`src/hw/rtl/sspm_pkg.sv`:
```
// Package for the stream suffix pattern matcher: command codes and the
// front-to-back queue entry type. No dependencies.
`default_nettype none
package sspm_pkg;
    localparam logic [1:0] CMD_CLEAR  = 2'd0;
    localparam logic [1:0] CMD_LOAD   = 2'd1;
    localparam logic [1:0] CMD_STREAM = 2'd2;

    typedef struct packed {
        logic [1:0] command;
        logic [7:0] data_byte;
        logic       pattern_end;
    } item_t;
endpackage
`default_nettype wire

```
`src/hw/rtl/sspm_front.sv`:
```
// Front end: accepts input items into a two-entry queue.
// Depends on sspm_pkg.
`default_nettype none
module sspm_front (
    input  wire logic           clk,
    input  wire logic           rst_n,
    input  wire logic           in_valid,
    output logic                in_ready,
    input  wire sspm_pkg::item_t in_item,
    output logic                q_valid,
    input  wire logic           q_ready,
    output sspm_pkg::item_t     q_item
);
    import sspm_pkg::*;

    item_t      buf_reg [2];
    logic       wr_ptr_reg, wr_ptr_next, rd_ptr_reg, rd_ptr_next;
    logic [1:0] cnt_reg, cnt_next;
    logic       push, pop;

    assign in_ready = (cnt_reg != 2'd2);
    assign q_valid  = (cnt_reg != 2'd0);
    assign q_item   = buf_reg[rd_ptr_reg];
    assign push     = in_valid && in_ready;
    assign pop      = q_valid && q_ready;

    always_comb
    begin
        wr_ptr_next = wr_ptr_reg ^ push;
        rd_ptr_next = rd_ptr_reg ^ pop;
        cnt_next    = cnt_reg + {1'b0, push} - {1'b0, pop};
    end

    always_ff @(posedge clk)
    begin
        if (push)
        begin
            buf_reg[wr_ptr_reg] <= in_item;
        end
    end

    always_ff @(posedge clk or negedge rst_n)
    begin
        if (!rst_n)
        begin
            wr_ptr_reg <= 1'b0;
            rd_ptr_reg <= 1'b0;
            cnt_reg    <= 2'd0;
        end
        else
        begin
            wr_ptr_reg <= wr_ptr_next;
            rd_ptr_reg <= rd_ptr_next;
            cnt_reg    <= cnt_next;
        end
    end
endmodule
`default_nettype wire

```
`src/hw/rtl/sspm_back.sv`:
```
// Back end: pattern table, history window and parallel suffix compare.
// Depends on sspm_pkg.
`default_nettype none
module sspm_back #(
    parameter int NUM_PATTERNS = 16,
    parameter int MAX_LEN      = 16
) (
    input  wire logic            clk,
    input  wire logic            rst_n,
    input  wire logic            q_valid,
    output logic                 q_ready,
    input  wire sspm_pkg::item_t q_item,
    output logic                 out_valid,
    input  wire logic            out_ready,
    output logic                 match,
    output logic                 load_error
);
    import sspm_pkg::*;

    localparam int LW = $clog2(MAX_LEN + 1);
    localparam int CW = $clog2(NUM_PATTERNS + 1);
    localparam int PW = (NUM_PATTERNS > 1) ? $clog2(NUM_PATTERNS) : 1;

    // Each row holds its pattern reversed: index 0 is the last byte loaded,
    // so cell 0 lines up with the incoming byte and cell i with window byte i-1.
    logic [7:0]    pat_reg  [NUM_PATTERNS][MAX_LEN];
    logic [LW-1:0] plen_reg [NUM_PATTERNS];
    logic [7:0]    hist_reg [MAX_LEN];
    logic [CW-1:0] count_reg;
    logic [LW-1:0] pos_reg, longest_reg, fill_reg, fill_next;
    logic          ov_reg, match_reg, err_reg;
    logic          take, full, do_store, commit;
    logic [LW-1:0] pos_after;
    logic [NUM_PATTERNS-1:0] hit;

    assign q_ready    = !ov_reg || out_ready;
    assign take       = q_valid && q_ready;
    assign out_valid  = ov_reg;
    assign match      = match_reg;
    assign load_error = err_reg;

    assign full      = (count_reg == CW'(NUM_PATTERNS));
    assign do_store  = !full && (pos_reg < LW'(MAX_LEN));
    assign pos_after = pos_reg + LW'(do_store);
    assign commit    = !full && q_item.pattern_end && (pos_after != '0);
    assign fill_next = (fill_reg < longest_reg) ? fill_reg + LW'(1) : longest_reg;

    // Compare every committed pattern against the newest window bytes.
    always_comb
    begin
        for (int p = 0; p < NUM_PATTERNS; p++)
        begin
            hit[p] = (CW'(p) < count_reg) && (plen_reg[p] != '0)
                     && (plen_reg[p] <= fill_next);
            for (int i = 0; i < MAX_LEN; i++)
            begin
                if (LW'(i) < plen_reg[p])
                begin
                    if (i == 0)
                    begin
                        if (pat_reg[p][0] != q_item.data_byte)
                            hit[p] = 1'b0;
                    end
                    else if (pat_reg[p][i] != hist_reg[i-1])
                    begin
                        hit[p] = 1'b0;
                    end
                end
            end
        end
    end

    always_ff @(posedge clk)
    begin
        for (int p = 0; p < NUM_PATTERNS; p++)
        begin
            if (take && q_item.command == CMD_LOAD && do_store && CW'(p) == count_reg)
            begin
                pat_reg[p][0] <= q_item.data_byte;
                for (int i = 1; i < MAX_LEN; i++)
                begin
                    pat_reg[p][i] <= pat_reg[p][i-1];
                end
            end
        end
        if (take && q_item.command == CMD_STREAM)
        begin
            hist_reg[0] <= q_item.data_byte;
            for (int i = 1; i < MAX_LEN; i++)
            begin
                hist_reg[i] <= hist_reg[i-1];
            end
        end
    end

    always_ff @(posedge clk or negedge rst_n)
    begin
        if (!rst_n)
        begin
            count_reg   <= '0;
            pos_reg     <= '0;
            longest_reg <= '0;
            fill_reg    <= '0;
            ov_reg      <= 1'b0;
            match_reg   <= 1'b0;
            err_reg     <= 1'b0;
            for (int p = 0; p < NUM_PATTERNS; p++)
            begin
                plen_reg[p] <= '0;
            end
        end
        else
        begin
            ov_reg <= take || (ov_reg && !out_ready);
            if (take)
            begin
                case (q_item.command)
                    CMD_CLEAR:
                    begin
                        match_reg   <= 1'b0;
                        err_reg     <= 1'b0;
                        count_reg   <= '0;
                        pos_reg     <= '0;
                        longest_reg <= '0;
                        fill_reg    <= '0;
                        for (int p = 0; p < NUM_PATTERNS; p++)
                        begin
                            plen_reg[p] <= '0;
                        end
                    end
                    CMD_LOAD:
                    begin
                        match_reg <= 1'b0;
                        err_reg   <= !do_store;
                        if (full || q_item.pattern_end)
                            pos_reg <= '0;
                        else
                            pos_reg <= pos_after;
                        if (commit)
                        begin
                            plen_reg[PW'(count_reg)] <= pos_after;
                            count_reg <= count_reg + CW'(1);
                            if (pos_after > longest_reg)
                                longest_reg <= pos_after;
                        end
                    end
                    CMD_STREAM:
                    begin
                        err_reg   <= 1'b0;
                        fill_reg  <= fill_next;
                        match_reg <= |hit;
                    end
                    default:
                    begin
                        match_reg <= 1'b0;
                        err_reg   <= 1'b0;
                    end
                endcase
            end
        end
    end
endmodule
`default_nettype wire

```
`src/hw/rtl/stream_suffix_multi_pattern_match.sv`:
```
// Stream suffix multi-pattern matcher, top level.
// Path: an item is registered in the queue, then compared; result registered.
// Throughput: one item per cycle if out_ready; all patterns compared at once.
// Reset: rst_n asynchronous, clears table lengths, counts, fill and queue.
// Depends on sspm_pkg, sspm_front, sspm_back.
`default_nettype none
module stream_suffix_multi_pattern_match #(
    parameter int NUM_PATTERNS = 16,
    parameter int MAX_LEN      = 16
) (
    input  wire logic       clk,
    input  wire logic       rst_n,
    input  wire logic       in_valid,
    output logic            in_ready,
    input  wire logic [1:0] command,
    input  wire logic [7:0] data_byte,
    input  wire logic       pattern_end,
    output logic            out_valid,
    input  wire logic       out_ready,
    output logic            match,
    output logic            load_error
);
    import sspm_pkg::*;

    item_t in_item, q_item;
    logic  q_valid, q_ready;

    // Bundle the input fields into one queue entry.
    assign in_item = '{command: command, data_byte: data_byte, pattern_end: pattern_end};

    // Front: hold items in a short queue so input and output stall apart.
    sspm_front u_front (
        .clk(clk), .rst_n(rst_n),
        .in_valid(in_valid), .in_ready(in_ready), .in_item(in_item),
        .q_valid(q_valid), .q_ready(q_ready), .q_item(q_item)
    );

    // Back: execute clear, load and stream commands; register the result.
    sspm_back #(.NUM_PATTERNS(NUM_PATTERNS), .MAX_LEN(MAX_LEN)) u_back (
        .clk(clk), .rst_n(rst_n),
        .q_valid(q_valid), .q_ready(q_ready), .q_item(q_item),
        .out_valid(out_valid), .out_ready(out_ready),
        .match(match), .load_error(load_error)
    );
endmodule
`default_nettype wire

```
`config.mk`:
```
export PLATFORM = sky130hd
export DESIGN_NAME = stream_suffix_multi_pattern_match
export DESIGN_NICKNAME = d
export VERILOG_FILES = /design/src/hw/rtl/sspm_pkg.sv /design/src/hw/rtl/sspm_front.sv /design/src/hw/rtl/sspm_back.sv /design/src/hw/rtl/stream_suffix_multi_pattern_match.sv
export SDC_FILE = /design/constraint.sdc
export NUM_CORES = 2
export LEC_CHECK = 0
export ABC_CLOCK_PERIOD_IN_PS = 16700
export BUFFER_PORTS_ARGS = -buffer_cell sky130_fd_sc_hd__buf_2
export CORE_ASPECT_RATIO = 2
export CORE_UTILIZATION = 65
export DETAILED_ROUTE_END_ITERATION = 10
export HOLD_SLACK_MARGIN = 0.1
export PLACE_DENSITY = 0.8
export SYNTH_ARGS = -nofsm -noshare
export SYNTH_HDL_FRONTEND = slang
export SYNTH_HIERARCHICAL = 1
export SYNTH_SLANG_ARGS = --single-unit
```
`constraint.sdc`:
```
create_clock -name clk -period 16.7 [get_ports clk]
set_input_delay 2.505 -clock clk [delete_from_list [all_inputs] [get_ports clk]]
set_output_delay 2.505 -clock clk [all_outputs]
set_load 0.02 [all_outputs]
```
==> flow_summary.ini <==
[power]
cellLeakagePower_nw = 34.1
net-switching-power_mw = 3.94
power.ir.vdd_worst_v = 0.000154
power_share_of_the_combinational_group_pct = 20.7
share_of_total_power_in_the_clock_network_pct = 30.9
netSwitchingFraction_pct = 28.5
power.internal_mw = 9.89
share_seq_of_total_power_pct = 48.4
pwr_dens_mw_per_mm2 = 129
total_power_mw = 13.8

[timing]
timing_max_transition_violations_final = 0
maxClockFrequency_mhz = 148
timing.clock.skew_ps = 31.8
final_critical_path_setup_slack_ps = 9930
finalWorstPathRequiredPeriod_ps = 6770
grt_setup_unrepaired = no
relSlewSlack_pct = 18.2
final_hold_viol_count = 0
finalSetupTns_ps = 0
worst_slew_pin_slew_ps = 1210
number_of_failing_setup_endpoints_in_the_final_timing_report = 0
final.period_utilization_pct = 40.5

[logic_synthesis]
ys_top_cells_by_area = sky130_fd_sc_hd__edfxtp_1 67%, sky130_fd_sc_hd__xor2_1 9.7%, sky130_fd_sc_hd__xnor2_1 8.7%, sky130_fd_sc_hd__dfrtp_1 2.7%, sky130_fd_sc_hd__nor4_1 2.0%
synthesis.yosys.warnings = 6
synth_async_sr_flop_share_pct = 4.66
synth-edff-count = 2190
synth_top_cell_area_share_pct = 66.6
synth_sequential_area_ratio_pct = 69.3
synth_top_cell_by_area = sky130_fd_sc_hd__edfxtp_1
syn-mean-instance-area_um2 = 15.3
yosys_most_used_dff = sky130_fd_sc_hd__edfxtp_1
cell_area_synth_mm2 = 0.0987
syn_nets = 6527
post_synth_inst_count = 6462
synth_cell_type_count = 89
synth.ff_latch_count = 2297

[drt]
route.final.wire_length_mm = 239
detail_route.vias_per_cell = 6.24
dr.pass1.iters = 8
dr_total_vias = 53500
drc = 0
ant_nets = 0
first_iter_violations = 4750
drt-wirelength-per-cell_um = 27.9

[finish]
final_layout_size_suffix_gt1_share_pct = 7.99
layout.cells.most_common_list = 2,190 x sky130_fd_sc_hd__edfxtp_1, 1,098 x sky130_fd_sc_hd__xor2_1, 983 x sky130_fd_sc_hd__xnor2_1
max_reg_flops = 2048
post_layout_nonfiller_instances = 8572
post_layout_net_count = 6568
layout.filler_cells = 9073
layout_commonest_cell = sky130_fd_sc_hd__edfxtp_1
syn2layout_area_growth_pct = 8.55
fin_area_mm2 = 0.107

[floorplan]
dieWidth_um = 278
num_ports = 19
die_height_um = 553
initial_utilization_pct = 65.6
design.die.area_mm2 = 0.154
placement_rows = 201
coreArea_mm2 = 0.150

[grt]
grt_max_degree = 97
groute.usage.overall_pct = 31.2
grt_first_pass_wirelength_mm = 344
globalRouteOverflowTotal = 0
vias_in_the_first_global_route = 55300
grt_antenna_before_repair = 3

[setup_path]
critPathCaptureType = flop
crit_arrival_ps = 7190
startpoint = out_ready
path_max_fanout = 88
r2r_start = u_front/rd_ptr_reg
setup.worst_path.end = u_back/pat_reg[1][257]
reg2reg_slack_ps = 11140
critical_path_required_ps = 17120
worst-setup-path-type = input port to flop
worstRegToRegCells = 6
startpoint_type = input port
capturing_point_of_the_worst_reg2reg_path = u_back/pat_reg[1][257]

[placement]
place_ws_ps = 9150
place_congestion = 1.04
place.port_buffers = 18
placed_area_mm2 = 0.101
dp_hpwl_mm = 182
place.detailed.instances = 8243

[clock_tree]
numCtsBuffers = 186
clk-insertion-delay-late_ps = 830
post_cts_buffers = 0
cts.reportedPaths.clkPinSlew_ps = 60
clock-sinks = 2297
post_cts_resize_count = 0
clock_tree_from_tritoncts = built
htreeDepth = 4
post_cts_hold_buffer_count = 0
clk_root_buffer_cell = sky130_fd_sc_hd__clkbuf_16
cts.path.max_buffers = 4

[job]
cap_violations = 0

[worst_hold_path]
classification_of_the_worst_slack_hold_path = flop to flop

[run_status]
result_of_the_run = complete, no violations
==> per-stage QoR <==
stage	util (%)	hold slack, ps
final	71.3	455
after global routing	71.3	466
after CTS	71.2	455
after detailed placement	67.4	439
after global placement	67.4	432
after floorplan	-	421
==> power by group through the flow <==
stage | clock network, mW | logic (mW) | registers (mW)
CTS | 4.31 | 2.84 | 6.70
global route | 4.52 | 3.03 | 6.71
global placement | 0 | 2.73 | 6.81
detailed placement | 0 | 2.83 | 6.82
finish | 4.27 | 2.86 | 6.70
floorplan | 0 | 1.94 | 6.76
==> metal layers <==
metal	up-vias	global-route usage, %	share of wire, %	wire [µm]
met5	-	0	0.0054	13
met4	2	25.1	9.2	21900
met3	967	4.02	5.9	14200
met2	2429	58.1	54	129000
met1	26300	30.7	31	74200
li1	23900	-	-	-
==> final cells by class <==
cell class	instances	area [µm²]	area share, %
sequential	2297	68400	63.9
timing repair buffer	204	1490	1.39
multi-input combinational	3762	28800	26.8
antenna	2	5.00	0.00467
tap	1928	2410	2.25
clock buffer	223	4890	4.56
inverter	52	198	0.184
clock inverter	104	968	0.904
==> how the worst min path moves through the flow <==
stage,cells after the start,to,slack (ps),startpoint
after floorplan,0,u_back/hist_reg[0][33],420,u_back/hist_reg[0][25]
after global placement,0,u_back/hist_reg[1][9],430,u_back/hist_reg[1][1]
after detailed placement,0,u_back/hist_reg[1][9],440,u_back/hist_reg[1][1]
after CTS,0,u_back/pat_reg[1][312],460,u_back/pat_reg[1][320]
after global routing,0,u_back/pat_reg[0][25],470,u_back/pat_reg[0][33]
final,0,u_back/hist_reg[1][9],450,u_back/hist_reg[1][1]
==> synthesized netlist by cell type (8+ instances only) <==
master and number:
sky130_fd_sc_hd__a21oi_1 71, sky130_fd_sc_hd__o221ai_1 10, sky130_fd_sc_hd__a22oi_1 21, sky130_fd_sc_hd__nor2_1 116
sky130_fd_sc_hd__nand2b_1 17, sky130_fd_sc_hd__nor3_1 54, sky130_fd_sc_hd__o41ai_1 8, sky130_fd_sc_hd__xnor2_1 983
sky130_fd_sc_hd__o32ai_1 8, sky130_fd_sc_hd__o2111ai_1 8, sky130_fd_sc_hd__a32oi_1 11, sky130_fd_sc_hd__o21ai_0 166
sky130_fd_sc_hd__or2_2 11, sky130_fd_sc_hd__nor2b_1 10, sky130_fd_sc_hd__buf_2 118, sky130_fd_sc_hd__xor2_1 1098
sky130_fd_sc_hd__nor4_1 308, sky130_fd_sc_hd__clkbuf_1 194, sky130_fd_sc_hd__maj3_1 9, sky130_fd_sc_hd__a2111oi_0 11
sky130_fd_sc_hd__buf_1 37, sky130_fd_sc_hd__o31ai_1 19, sky130_fd_sc_hd__o22ai_1 13, sky130_fd_sc_hd__and2_1 9
sky130_fd_sc_hd__nand3_1 145, sky130_fd_sc_hd__and3_1 9, sky130_fd_sc_hd__nand4_1 272, sky130_fd_sc_hd__a211oi_1 12
sky130_fd_sc_hd__dfrtp_1 107, sky130_fd_sc_hd__ha_1 50, sky130_fd_sc_hd__inv_1 52, sky130_fd_sc_hd__mux2_2 12
sky130_fd_sc_hd__o211ai_1 9, sky130_fd_sc_hd__a31oi_1 31, sky130_fd_sc_hd__or3_1 10, sky130_fd_sc_hd__nand2_1 121
sky130_fd_sc_hd__edfxtp_1 2190
==> kinds of logic after synthesis <==
logic type,after synthesis,synth area share [%]
adders and majority gates,65,0.793
buffers and inverters,403,1.69
muxes,16,0.177
and+or+nand+nor,1104,6.19
AOI/OAI and AO/OA,496,3.36
xor gates and xnor gates,2081,18.5
DFF,2297,69.3
==> critical path, cell delays in order <==
cell                       delay (ps)
sky130_fd_sc_hd__buf_2             70
sky130_fd_sc_hd__nand2b_1         240
sky130_fd_sc_hd__nand2_1          280
sky130_fd_sc_hd__or2_2            440
sky130_fd_sc_hd__nor4b_1          780
sky130_fd_sc_hd__nand2_1          730
sky130_fd_sc_hd__nor2_4          1070
sky130_fd_sc_hd__buf_4            940
No activity file was read; power rests on OpenSTA's default activity.
